**src/design/vtp_pkg.sv**
```systemverilog
// Package for the vertex transform with perspective divide.
// Item types, widths and constants shared by the front, queue, back and checker.
// No dependencies.
package vtp_pkg;

  localparam int WORD          = 32;           // coordinate and matrix entry width
  localparam int FRAC_BITS_DEF = 16;           // default fraction bits
  localparam int PRODW         = 2 * WORD;     // one entry times one coordinate
  localparam int SUMW          = PRODW + 2;    // four terms, signed
  localparam int MAGW          = SUMW - 1;     // magnitude of a row sum
  localparam int CW            = MAGW + WORD;  // divider remainder width
  localparam int NREG          = 8;            // matrix registers
  localparam int REGW          = 64;
  localparam int CFG_IDXW      = 4;
  localparam int ROWS          = 4;
  localparam int COLS          = 4;
  localparam int QDEPTH        = 4;

  localparam logic [WORD-1:0] SAT_POS = 32'h7FFF_FFFF;
  localparam logic [WORD-1:0] SAT_NEG = 32'h8000_0000;

  typedef struct packed {
    logic signed [WORD-1:0] vert_x;
    logic signed [WORD-1:0] vert_y;
    logic signed [WORD-1:0] vert_z;
  } in_item_t;

  typedef struct packed {
    logic signed [WORD-1:0] proj_x;
    logic signed [WORD-1:0] proj_y;
    logic signed [WORD-1:0] proj_z;
    logic                   w_is_zero;
    logic                   clipped;
  } out_item_t;

  // Row sums of one item, as queued between front and back.
  typedef struct packed {
    logic signed [SUMW-1:0] s0;
    logic signed [SUMW-1:0] s1;
    logic signed [SUMW-1:0] s2;
    logic signed [SUMW-1:0] s3;
  } sums_t;

  typedef struct packed {
    logic full;
    logic empty;
  } q_stat_t;

endpackage

```
**src/design/vtp_queue.sv**
```systemverilog
// Short FIFO of row sums between the front and back parts.
// Depends on vtp_pkg.
module vtp_queue #(
  parameter int DEPTH = vtp_pkg::QDEPTH
) (
  input  logic             clk,
  input  logic             rst,
  input  logic             push,
  input  vtp_pkg::sums_t   push_data,
  input  logic             pop,
  output vtp_pkg::sums_t   head,
  output vtp_pkg::q_stat_t stat
);

  localparam int AW = (DEPTH > 1) ? $clog2(DEPTH) : 1;

  vtp_pkg::sums_t mem [DEPTH];
  logic [AW-1:0] wr_ptr, rd_ptr;
  logic [AW:0]   count;

  assign stat.full  = (count == (AW+1)'(DEPTH));
  assign stat.empty = (count == '0);
  assign head       = mem[rd_ptr];

  always_ff @(posedge clk) begin
    if (rst) begin
      wr_ptr <= '0;
      rd_ptr <= '0;
      count  <= '0;
    end else begin
      if (push) wr_ptr <= (wr_ptr == AW'(DEPTH - 1)) ? '0 : wr_ptr + 1'b1;
      if (pop)  rd_ptr <= (rd_ptr == AW'(DEPTH - 1)) ? '0 : rd_ptr + 1'b1;
      if (push && !pop)      count <= count + 1'b1;
      else if (pop && !push) count <= count - 1'b1;
    end
  end

  always_ff @(posedge clk) begin
    if (push) mem[wr_ptr] <= push_data;
  end

endmodule

```
**config.mk**
```make
export PLATFORM = sky130hd
export DESIGN_NAME = vtp_queue
export DESIGN_NICKNAME = d
export VERILOG_FILES = /design/src/design/vtp_pkg.sv /design/src/design/vtp_queue.sv
export SDC_FILE = /design/constraint.sdc
export NUM_CORES = 1
export LEC_CHECK = 0
export ABC_AREA = 0
export BUFFER_PORTS_ARGS = -buffer_cell sky130_fd_sc_hd__buf_4
export CORE_UTILIZATION = 45
export CTS_CLUSTER_SIZE = 12
export DETAILED_ROUTE_END_ITERATION = 16
export GPL_TIMING_DRIVEN = 0
export PLACE_DENSITY = 0.61
export SKIP_CTS_REPAIR_TIMING = 1
export SLEW_MARGIN = 0
export SYNTH_ARGS = -nofsm -noshare
export SYNTH_HDL_FRONTEND = slang
export SYNTH_SLANG_ARGS = --single-unit
```
**constraint.sdc**
```tcl
create_clock -name clk -period 16.9 [get_ports clk]
set_input_delay 0.845 -clock clk [delete_from_list [all_inputs] [get_ports clk]]
set_output_delay 0.845 -clock clk [all_outputs]
set_load 0.05 [all_outputs]
```
==> results of run 1 <==
per-layer routing:
metal | vias to the layer above | wire (µm) | part of all wire [%]
met5 | - | 106 | 0.13
met4 | 14 | 1660 | 2.1
met3 | 118 | 7420 | 9.3
met2 | 515 | 40300 | 51
met1 | 9018 | 30300 | 38
li1 | 7532 | - | -
area by class of cell:
class	count	area (µm²)
Fill cell	6308	37200
Sequential cell	1065	31900
Multi-Input combinational cell	295	6200
Timing Repair Buffer	553	4550
Clock buffer	132	2860
Tap cell	1144	1430
Buffer	59	733
Clock inverter	46	364
Inverter	4	15.0
Antenna cell	2	5.00
final timing paths:
check,startpoint,to,slack [ns],depth (start not counted)
max,register,head[55],13.18,4
min,push_data[239],mem[2][239],0.38,1
max reg2reg,wr_ptr[0],mem[0][93],14.48,6
min reg2reg,count[2],count[2],0.53,2
power by group:
part           total, µW  internal, µW  switching, µW
sequential          3050          3030           23.2
combinational        860           306            554
clock               2170          1240            937
registers in the layout, summed over array words and instances, names as in the netlist, named ones only:
register	flops
count	3
mem	1056
rd_ptr	2
wr_ptr	2
cells by family (layout without fill, tap and decap cells):
kind of cell               after synthesis  in the layout  share of synthesized area [%]
AOI/OAI and AO/OA                        3              3                         0.0387
xor gates and xnor gates                 2              2                         0.0451
adders and majority gates                7              7                          0.245
buffers and inverters                   63            794                           1.93
DFF                                   1065           1065                           82.1
muxes                                  268            268                           15.4
other                                    0              2                              0
and+or+nand+nor                         15             15                          0.200
metrics by stage:
stage / setup slack [ns] / instance area (µm²)
global placement: 3.94 / 44300
floorplan: 9.43 / 38800
global route: 13.01 / 48000
finish: 13.18 / 48000
detailed placement: 13.72 / 44800
CTS: 12.99 / 48000
placed cells by master (no fill, tap or decap), types with 3 or more instances in the layout:
master,n
clkbuf_1,24
buf_4,533
clkbuf_16,111
mux2i_1,4
clkinv_1,25
buf_16,20
mux4_2,264
ha_1,6
clkinv_2,11
dfxtp_1,9
buf_2,26
inv_1,4
edfxtp_1,1056
bufinv_16,3
nor2_1,7
and2_4,4
buf_12,29
critical path, stage by stage (launching register included):
cell and delay (ns):
dfxtp_1 0.43, clkbuf_1 0.74, buf_2 0.43, mux4_2 0.39, buf_4 0.22
==> impl_metrics.xml, run 1 <==
<?xml version="1.0" encoding="UTF-8"?>
<metrics>
  <group name="sta">
    <metric name="finalMaxSlewViolations" unit="">0</metric>
    <metric name="finClkSkew" unit="ns">0.0216</metric>
    <metric name="timing_worst_slew_pin_value" unit="ns">0.979</metric>
    <metric name="fmax" unit="MHz">269</metric>
    <metric name="fin_worst_hold_slack" unit="ns">0.378</metric>
    <metric name="finalHoldViolCount" unit="">0</metric>
    <metric name="finalSetupViolations" unit="">0</metric>
    <metric name="totalNegativeSetupSlack" unit="ns">0</metric>
    <metric name="period_minus_slack" unit="ns">3.72</metric>
    <metric name="max_slew_margin" unit="%">34.8</metric>
    <metric name="finalCritPeriodShare" unit="%">22.0</metric>
    <metric name="rsz0062_at_grt" unit="">no</metric>
  </group>
  <group name="routing">
    <metric name="drc" unit="">0</metric>
    <metric name="firstDrtPassIters" unit="">5</metric>
    <metric name="post_drt_wl_per_cell" unit="µm">24.2</metric>
    <metric name="drt-initial-drc-count" unit="">1028</metric>
    <metric name="via_count" unit="">17197</metric>
    <metric name="ant_nets" unit="">0</metric>
    <metric name="detailed_route_wire_length" unit="µm">79800</metric>
    <metric name="viasPerCell" unit="">5.21</metric>
  </group>
  <group name="placed_design">
    <metric name="routabilityCongestion" unit="">0.726</metric>
    <metric name="hpwl" unit="µm">50600</metric>
    <metric name="post-place-cells" unit="">3120</metric>
    <metric name="port-buffer-count" unit="">533</metric>
  </group>
  <group name="worst_setup_path">
    <metric name="critPathArrivalTime" unit="ns">2.87</metric>
    <metric name="timing.critical_path.to_type" unit="">output pin</metric>
    <metric name="worstSetupStartpointType" unit="">register</metric>
    <metric name="worst-path-max-fanout" unit="">10</metric>
    <metric name="timing.setup.critical_path_class" unit="">reg2out</metric>
    <metric name="crit_required" unit="ns">16.06</metric>
  </group>
  <group name="clock_network">
    <metric name="cts_num_sinks" unit="">1065</metric>
    <metric name="tritoncts" unit="">done</metric>
    <metric name="path_clk_slew" unit="ns">0.06</metric>
    <metric name="htreeDepth" unit="">3</metric>
    <metric name="cts_root_buffer" unit="">clkbuf_16</metric>
    <metric name="clk_latency" unit="ns">0.66</metric>
    <metric name="cts_inserted_buffers" unit="">109</metric>
    <metric name="cts_buffer_depth" unit="">3</metric>
  </group>
  <group name="global_route">
    <metric name="busiest_grt_layer" unit="">met2</metric>
    <metric name="maximum_number_of_pins_on_one_net_before_global_route_repair" unit="">56</metric>
    <metric name="initial_antenna_violation_count" unit="">9</metric>
    <metric name="grt-ovfl-total" unit="">0</metric>
    <metric name="grt_util_overall" unit="%">18.2</metric>
    <metric name="grt_first_pass_wirelength" unit="µm">116000</metric>
    <metric name="grt_use_met3" unit="%">6.69</metric>
    <metric name="groute.layer.met1.usage" unit="%">22.5</metric>
    <metric name="number_of_global_route_vias_before_repair" unit="">18221</metric>
    <metric name="gr-usage-met2" unit="%">29.9</metric>
  </group>
  <group name="synthesis">
    <metric name="ys.flop_type" unit="">edfxtp_1</metric>
    <metric name="yosys.cell_count.top_type" unit="">edfxtp_1</metric>
    <metric name="synth_common_cells" unit="">edfxtp_1 (1056), mux4_2 (264), buf_12 (29), buf_2 (26), dfxtp_1 (9)</metric>
    <metric name="synth_edf_count" unit="">1056</metric>
    <metric name="portion_of_synthesized_cell_area_occupied_by_the_leading_cell_type" unit="%">81.7</metric>
    <metric name="synth-async-reset-ratio" unit="%">0</metric>
    <metric name="mean_cell_area_of_the_mapped_netlist" unit="µm²">27.3</metric>
    <metric name="synthesis.instances" unit="">1423</metric>
    <metric name="postSynthRegisterBits" unit="">1065</metric>
    <metric name="yosysUniqueCellTypes" unit="">19</metric>
    <metric name="seq_total_area_yosys" unit="%">82.1</metric>
    <metric name="ys_warn_count" unit="">0</metric>
    <metric name="syn-cell-area" unit="µm²">38800</metric>
    <metric name="synthTopCellsByArea" unit="">edfxtp_1 (82%), mux4_2 (15%), buf_12 (1.5%)</metric>
    <metric name="synth.largest_area_cell" unit="">edfxtp_1</metric>
    <metric name="synth.net_count" unit="">1698</metric>
  </group>
  <group name="floorplanning">
    <metric name="dieArea" unit="µm²">87500</metric>
    <metric name="dieWidth" unit="µm">296</metric>
    <metric name="ioPinCount" unit="">534</metric>
    <metric name="initial_utilization" unit="%">45.5</metric>
    <metric name="num_rows" unit="">107</metric>
    <metric name="placeableCoreArea" unit="µm²">85300</metric>
    <metric name="dieHeight" unit="µm">296</metric>
  </group>
  <group name="finish">
    <metric name="final_cells" unit="">3300</metric>
    <metric name="drive_gt1_share" unit="%">46.8</metric>
    <metric name="finish.net_count" unit="">2362</metric>
    <metric name="final_util" unit="%">56.3</metric>
    <metric name="flow.area_growth_from_synthesis" unit="%">23.7</metric>
  </group>
  <group name="power_and_ir_drop">
    <metric name="power" unit="µW">6090</metric>
    <metric name="power.leakage" unit="µW">0.0161</metric>
    <metric name="power_density" unit="nW/µm²">127</metric>
    <metric name="power.ir.vdd_worst" unit="mV">0.0902</metric>
  </group>
  <group name="min_path">
    <metric name="timing.hold.worst.class" unit="">in2reg</metric>
  </group>
  <group name="outcome">
    <metric name="run_status" unit="">finished, final reports clean</metric>
  </group>
  <group name="flow_run">
    <metric name="max-cap-violations" unit="">0</metric>
  </group>
</metrics>
Note: power is estimated with default switching activity, not from simulation.
==> run 2, diff against run 1 <==
- PLACE_DENSITY: 0.61 -> 0.63
- clock period: 16.9 -> 3.1 ns (I/O delays scaled with it)
==> run 2 against run 1 <==
Against the previous run: die area unchanged; clock skew increased by 0.0038 ns; combinational power increased to 5.8 times the previous value; non-clock buffer count increased by 267; clock power increased to 5.3 times the previous value; core utilization increased by 3.0 points; cell count increased by 8.3%; first-iteration DRC count decreased by 14%; critical path depth unchanged; count of clock-buffer cells in the layout increased by 15; highest routed layer unchanged; sequential share of layout area decreased by 3.4 points; worst hold slack got worse by 0.15 ns.
==> impl_metrics.xml, run 2 (synthesis gave the netlist of run 1 again) <==
<?xml version="1.0" encoding="UTF-8"?>
<metrics>
  <group name="outcome">
    <metric name="run_status" unit="">finished, final reports clean</metric>
  </group>
  <group name="finish">
    <metric name="drive_gt1_share" unit="%">41.3</metric>
    <metric name="final_util" unit="%">59.4</metric>
    <metric name="flow.area_growth_from_synthesis" unit="%">30.4</metric>
    <metric name="largest_register_ff_count" unit="">1056</metric>
    <metric name="register_name_with_the_most_flops" unit="">mem</metric>
    <metric name="finish.instance_area" unit="µm²">50600</metric>
    <metric name="largest_registers" unit="">mem x1056, count x3</metric>
    <metric name="final_cell_mix" unit="">edfxtp_1 (1056), buf_4 (533), dlygate4sd3_1 (267)</metric>
    <metric name="finish.net_count" unit="">2626</metric>
    <metric name="mostFrequentLayoutCell" unit="">edfxtp_1</metric>
  </group>
  <group name="sta">
    <metric name="finalMaxSlewViolations" unit="">0</metric>
    <metric name="period_minus_slack" unit="ns">2.82</metric>
    <metric name="fmax" unit="MHz">355</metric>
    <metric name="finalSetupViolations" unit="">0</metric>
    <metric name="timing_worst_slew_pin_value" unit="ns">0.792</metric>
    <metric name="rsz0062_at_grt" unit="">no</metric>
    <metric name="finClkSkew" unit="ns">0.0253</metric>
    <metric name="finalHoldViolCount" unit="">0</metric>
    <metric name="finalCritPeriodShare" unit="%">90.9</metric>
    <metric name="max_slew_margin" unit="%">47.2</metric>
  </group>
  <group name="routing">
    <metric name="detailed_route_wire_length" unit="µm">80500</metric>
    <metric name="post_drt_wl_per_cell" unit="µm">22.5</metric>
    <metric name="via_count" unit="">18261</metric>
    <metric name="drc" unit="">0</metric>
    <metric name="drt-initial-drc-count" unit="">884</metric>
    <metric name="viasPerCell" unit="">5.11</metric>
    <metric name="ant_nets" unit="">0</metric>
    <metric name="firstDrtPassIters" unit="">5</metric>
  </group>
  <group name="flow_run">
    <metric name="max-cap-violations" unit="">0</metric>
  </group>
  <group name="floorplanning">
    <metric name="ioPinCount" unit="">534</metric>
    <metric name="dieHeight" unit="µm">296</metric>
    <metric name="dieWidth" unit="µm">296</metric>
    <metric name="num_rows" unit="">107</metric>
    <metric name="initial_utilization" unit="%">45.5</metric>
    <metric name="dieArea" unit="µm²">87500</metric>
    <metric name="placeableCoreArea" unit="µm²">85300</metric>
  </group>
  <group name="worst_setup_path">
    <metric name="slowest_delay" unit="ns">0.57</metric>
    <metric name="worst-r2r-setup-slack" unit="ns">0.58</metric>
    <metric name="crit_required" unit="ns">2.94</metric>
    <metric name="ff2ff_path_depth" unit="">6</metric>
    <metric name="critPathArrivalTime" unit="ns">2.66</metric>
    <metric name="worst-path-max-fanout" unit="">10</metric>
    <metric name="timing.critical_path.slowest_stage_cell" unit="">clkbuf_1</metric>
    <metric name="worstSetupStartpointType" unit="">register</metric>
    <metric name="critical_path.reg2reg.startpoint" unit="">wr_ptr[0]</metric>
    <metric name="timing.critical_path.to_type" unit="">output pin</metric>
    <metric name="cp_cell_sequence" unit="">clkbuf_1 &gt; buf_2 &gt; mux4_2 &gt; buf_4</metric>
    <metric name="timing.setup.critical_path_class" unit="">reg2out</metric>
    <metric name="regToRegEndpoint" unit="">mem[0][103]</metric>
    <metric name="worst_setup_path_endpoint" unit="">head[232]</metric>
  </group>
  <group name="power_and_ir_drop">
    <metric name="power_density" unit="nW/µm²">654</metric>
    <metric name="power.ir.vdd_worst" unit="mV">0.512</metric>
    <metric name="power.leakage" unit="µW">0.0172</metric>
    <metric name="power" unit="µW">33100</metric>
  </group>
  <group name="global_route">
    <metric name="grt_first_pass_wirelength" unit="µm">115000</metric>
    <metric name="number_of_global_route_vias_before_repair" unit="">18146</metric>
    <metric name="grt-ovfl-total" unit="">0</metric>
    <metric name="initial_antenna_violation_count" unit="">12</metric>
    <metric name="grt_util_overall" unit="%">17.9</metric>
    <metric name="maximum_number_of_pins_on_one_net_before_global_route_repair" unit="">55</metric>
  </group>
  <group name="min_path">
    <metric name="worstHoldPathCells" unit="">2</metric>
    <metric name="timing.hold.worst.class" unit="">in2reg</metric>
  </group>
  <group name="placed_design">
    <metric name="hpwl" unit="µm">51100</metric>
    <metric name="routabilityCongestion" unit="">0.735</metric>
    <metric name="port-buffer-count" unit="">533</metric>
    <metric name="place_area" unit="µm²">44800</metric>
  </group>
  <group name="clock_network">
    <metric name="path_clk_slew" unit="ns">0.06</metric>
    <metric name="cts_buffer_depth" unit="">3</metric>
    <metric name="cts_num_sinks" unit="">1065</metric>
    <metric name="htreeDepth" unit="">3</metric>
    <metric name="clk_latency" unit="ns">0.67</metric>
    <metric name="tritoncts" unit="">done</metric>
    <metric name="cts_inserted_buffers" unit="">106</metric>
    <metric name="cts_root_buffer" unit="">clkbuf_16</metric>
  </group>
</metrics>
-- run 2: changes by cell type in the layout (fill, tap and decap cells not counted), moves of 2 or more --
cell / delta
bufinv_16: -2
clkinv_2: -4
diode_2: +7
clkbuf_1: +16
clkbuf_16: -4
inv_16: -2
clkbuf_2: +2
clkinv_16: +2
dlygate4sd3_1: +267
clkinv_1: -6
-- run 2: critical path, delay by kind of cell, from the launching register on --
family / cells / cell delay (ns)
buffers and inverters: 3 / 1.19
multiplexers: 1 / 0.38
flip-flops: 1 / 0.43
-- run 2: worst min-delay path by stage --
stage | slack, ns | to | startpoint
3_3_place_gp | 0.35 | mem[0][179] | push_data[179]
2_1_floorplan | 0.22 | count[2] | rst
5_1_grt | 0.21 | mem[3][152] | push_data[152]
3_5_place_dp | 0.36 | mem[0][109] | push_data[109]
4_1_cts | -0.36 | mem[1][161] | push_data[161]
6_report | 0.23 | mem[3][113] | push_data[113]
-- run 2: final cells by class --
type | count | area (µm²)
Antenna cell | 9 | 22.5
Buffer | 59 | 736
Clock buffer | 147 | 2840
Clock inverter | 32 | 265
Fill cell | 6059 | 34700
Inverter | 4 | 15.0
Multi-Input combinational cell | 295 | 6200
Sequential cell | 1065 | 31900
Tap cell | 1144 | 1430
Timing Repair Buffer | 820 | 7220
-- run 2: power by group --
| group | total [µW] | switching, µW | internal [µW] |
|---|---|---|---|
| Combinational | 4990 | 3100 | 1890 |
| Clock | 11500 | 5050 | 6440 |
| Sequential | 16600 | 127 | 16500 |
| Total | 33100 | 8270 | 24900 |
-- run 2: stage by stage --
| step | cells | setup TNS, ns | setup WS, ns | hold WS (ns) |
|---|---|---|---|---|
| 2_1_floorplan | 1423 | 0 | 0.258 | 0.224 |
| 3_3_place_gp | 3100 | -1314.35 | -1.31 | 0.353 |
| 3_5_place_dp | 3120 | 0 | 0.357 | 0.357 |
| 4_1_cts | 3299 | -20.02 | -0.380 | -0.364 |
| 5_1_grt | 3572 | 0 | 0.0274 | 0.205 |
| 6_report | 3575 | 0 | 0.281 | 0.233 |
-- run 2: per-layer routing --
metal  track usage [%]  routed length, µm  vias up
li1                  -                  -     8085
met1              22.0              31800     9512
met2              29.7              40700      528
met3              6.63               5970      128
met4              5.16               1920        8
met5                 0                 54        -
==> run 3, diff against run 2 <==
- GPL_TIMING_DRIVEN: 0 -> 1
==> run 3 against run 2 <==
Against the previous run: register-to-register slack improved by 0.58 ns; total power grew 0.24%; critical endpoint is now head[109]; wire length grew 0.53%; cell count down 0.84%; worst setup slack gained 0.12 ns; non-clock buffer count decreased by 19; critical path type unchanged; count of clock-buffer cells in the layout down 11; sequential cell count unchanged; sequential share of layout area is 0.41 points higher.
==> impl_metrics.xml, run 3 (synthesis gave the netlist of run 1 again) <==
<?xml version="1.0" encoding="UTF-8"?>
<metrics>
  <group name="outcome">
    <metric name="run_status" unit="">finished, final reports clean</metric>
  </group>
  <group name="min_path">
    <metric name="worstHoldPathCells" unit="">2</metric>
    <metric name="holdPathEnd" unit="">mem[1][47]</metric>
    <metric name="timing.hold.worst.class" unit="">in2reg</metric>
    <metric name="hp-start" unit="">push_data[47]</metric>
  </group>
  <group name="placed_design">
    <metric name="hpwl" unit="µm">50900</metric>
    <metric name="routabilityCongestion" unit="">0.771</metric>
    <metric name="port-buffer-count" unit="">533</metric>
  </group>
  <group name="worst_setup_path">
    <metric name="cp_cell_sequence" unit="">buf_12 &gt; buf_12 &gt; mux4_2 &gt; buf_4</metric>
    <metric name="critPathArrivalTime" unit="ns">2.54</metric>
    <metric name="regToRegEndpoint" unit="">mem[0][99]</metric>
    <metric name="crit_buf_inv" unit="">3</metric>
    <metric name="timing.critical_path.to_type" unit="">output pin</metric>
    <metric name="slowest_delay" unit="ns">0.55</metric>
    <metric name="timing.critical_path.max_delay_family" unit="">buffers and inverters</metric>
    <metric name="crit_top_cell" unit="">buf_12</metric>
    <metric name="critical_path.reg2reg.startpoint" unit="">wr_ptr[0]</metric>
    <metric name="worst-path-max-fanout" unit="">24</metric>
    <metric name="timing.critical_path.slowest_stage_cell" unit="">dfxtp_4</metric>
    <metric name="crit_required" unit="ns">2.94</metric>
    <metric name="worstSetupStartpointType" unit="">register</metric>
    <metric name="ff2ff_path_depth" unit="">4</metric>
    <metric name="timing.setup.critical_path_class" unit="">reg2out</metric>
    <metric name="worst-r2r-setup-slack" unit="ns">1.16</metric>
  </group>
  <group name="finish">
    <metric name="number_of_inserted_filler_cells_in_the_final_layout" unit="">6056</metric>
    <metric name="mostFrequentLayoutCell" unit="">edfxtp_1</metric>
    <metric name="final_cell_mix" unit="">edfxtp_1 (1056), buf_4 (555), dlygate4sd3_1 (267)</metric>
    <metric name="flow.area_growth_from_synthesis" unit="%">29.6</metric>
    <metric name="finish.net_count" unit="">2608</metric>
    <metric name="register_name_with_the_most_flops" unit="">mem</metric>
    <metric name="largest_register_ff_count" unit="">1056</metric>
    <metric name="drive_gt1_share" unit="%">41.5</metric>
    <metric name="largest_registers" unit="">mem x1056, count x3</metric>
  </group>
  <group name="power_and_ir_drop">
    <metric name="power.ir.vdd_worst" unit="mV">0.702</metric>
    <metric name="cellInternalPower" unit="µW">24900</metric>
    <metric name="netSwitchingFraction" unit="%">24.9</metric>
    <metric name="p_clk_share" unit="%">35.1</metric>
    <metric name="power.combinational.fraction" unit="%">14.7</metric>
    <metric name="power_density" unit="nW/µm²">660</metric>
    <metric name="power_frac_seq" unit="%">50.2</metric>
    <metric name="power" unit="µW">33200</metric>
    <metric name="power.leakage" unit="µW">0.0170</metric>
    <metric name="p_sw" unit="µW">8260</metric>
  </group>
  <group name="floorplanning">
    <metric name="dieHeight" unit="µm">296</metric>
    <metric name="initial_utilization" unit="%">45.5</metric>
    <metric name="dieWidth" unit="µm">296</metric>
    <metric name="dieArea" unit="µm²">87500</metric>
    <metric name="placeableCoreArea" unit="µm²">85300</metric>
    <metric name="num_rows" unit="">107</metric>
    <metric name="ioPinCount" unit="">534</metric>
  </group>
  <group name="global_route">
    <metric name="grt-ovfl-total" unit="">0</metric>
    <metric name="grt_first_pass_wirelength" unit="µm">116000</metric>
    <metric name="number_of_global_route_vias_before_repair" unit="">18198</metric>
    <metric name="initial_antenna_violation_count" unit="">11</metric>
    <metric name="grt_util_overall" unit="%">17.9</metric>
    <metric name="maximum_number_of_pins_on_one_net_before_global_route_repair" unit="">72</metric>
  </group>
  <group name="sta">
    <metric name="finalHoldViolCount" unit="">0</metric>
    <metric name="finalMaxSlewViolations" unit="">0</metric>
    <metric name="finalSetupViolations" unit="">0</metric>
    <metric name="fmax" unit="MHz">371</metric>
    <metric name="finalCritPeriodShare" unit="%">87.1</metric>
    <metric name="max_slew_margin" unit="%">49.0</metric>
    <metric name="timing_worst_slew_pin_value" unit="ns">0.766</metric>
    <metric name="period_minus_slack" unit="ns">2.70</metric>
    <metric name="finClkSkew" unit="ns">0.0264</metric>
    <metric name="totalNegativeSetupSlack" unit="ns">0</metric>
    <metric name="rsz0062_at_grt" unit="">no</metric>
  </group>
  <group name="clock_network">
    <metric name="tritoncts" unit="">done</metric>
    <metric name="clk_latency" unit="ns">0.66</metric>
    <metric name="cts_buffer_depth" unit="">3</metric>
    <metric name="cts_root_buffer" unit="">clkbuf_16</metric>
    <metric name="cts_inserted_buffers" unit="">107</metric>
    <metric name="htreeDepth" unit="">3</metric>
    <metric name="path_clk_slew" unit="ns">0.05</metric>
    <metric name="cts_num_sinks" unit="">1065</metric>
  </group>
  <group name="routing">
    <metric name="post_drt_wl_per_cell" unit="µm">22.8</metric>
    <metric name="detailed_route_wire_length" unit="µm">80900</metric>
    <metric name="drc" unit="">0</metric>
    <metric name="ant_nets" unit="">0</metric>
    <metric name="firstDrtPassIters" unit="">5</metric>
    <metric name="viasPerCell" unit="">5.12</metric>
    <metric name="via_count" unit="">18144</metric>
    <metric name="drt-initial-drc-count" unit="">947</metric>
  </group>
  <group name="flow_run">
    <metric name="max-cap-violations" unit="">0</metric>
  </group>
</metrics>
==> run 3: power groups by stage <==
stage | Sequential, µW | Clock [µW] | Combinational (µW)
after floorplan | 16900 | 0 | 3060
after CTS | 16700 | 12000 | 4660
after global placement | 16900 | 0 | 4620
after global routing | 16700 | 12500 | 5140
final | 16700 | 11600 | 4900
after detailed placement | 17000 | 0 | 4650
==> run 3: worst max-delay path by stage <==
| stage | depth (start not counted) | endpoint | from | slack (ns) |
|---|---|---|---|---|
| CTS | 4 | head[22] | register | 0.30 |
| detailed placement | 4 | head[22] | register | 1.01 |
| global placement | 4 | head[22] | register | 1.04 |
| floorplan | 2 | mem[3][0] | wr_ptr[0] | 0.26 |
| global route | 4 | head[109] | register | 0.25 |
| finish | 4 | head[109] | register | 0.40 |
==> run 3: stage by stage <==
| stage | std cells | hold slack (ns) | area, µm² | utilization (%) | setup WS [ns] |
|---|---|---|---|---|---|
| global placement | 3101 | 0.352 | 44500 | 52.1 | 1.04 |
| floorplan | 1423 | 0.224 | 38800 | - | 0.258 |
| detailed placement | 3101 | 0.357 | 44500 | 52.1 | 1.01 |
| global route | 3545 | 0.208 | 50300 | 59.0 | 0.251 |
| CTS | 3269 | -0.364 | 47600 | 55.8 | 0.300 |
| finish | 3545 | 0.235 | 50300 | 59.0 | 0.401 |
==> run 3: cell type report <==
type	instances	area [µm²]	share of cell area, %
inverters	4	15.0	0.0298
well taps	1144	1430	2.85
clock inverters	32	334	0.664
diodes	9	22.5	0.0448
repair buffers	860	7600	15.1
multi-input cells	295	6200	12.3
clock buffers	136	2810	5.58
flip-flops and latches	1065	31900	63.4
==> run 3: layer usage <==
metal | GRT usage (%) | share of wire [%] | up-vias
met5 | 0 | 0.028 | -
met4 | 4.78 | 1.7 | 4
met3 | 6.48 | 7.6 | 101
met2 | 29.5 | 51 | 524
met1 | 22.6 | 40 | 9504
li1 | - | - | 8011
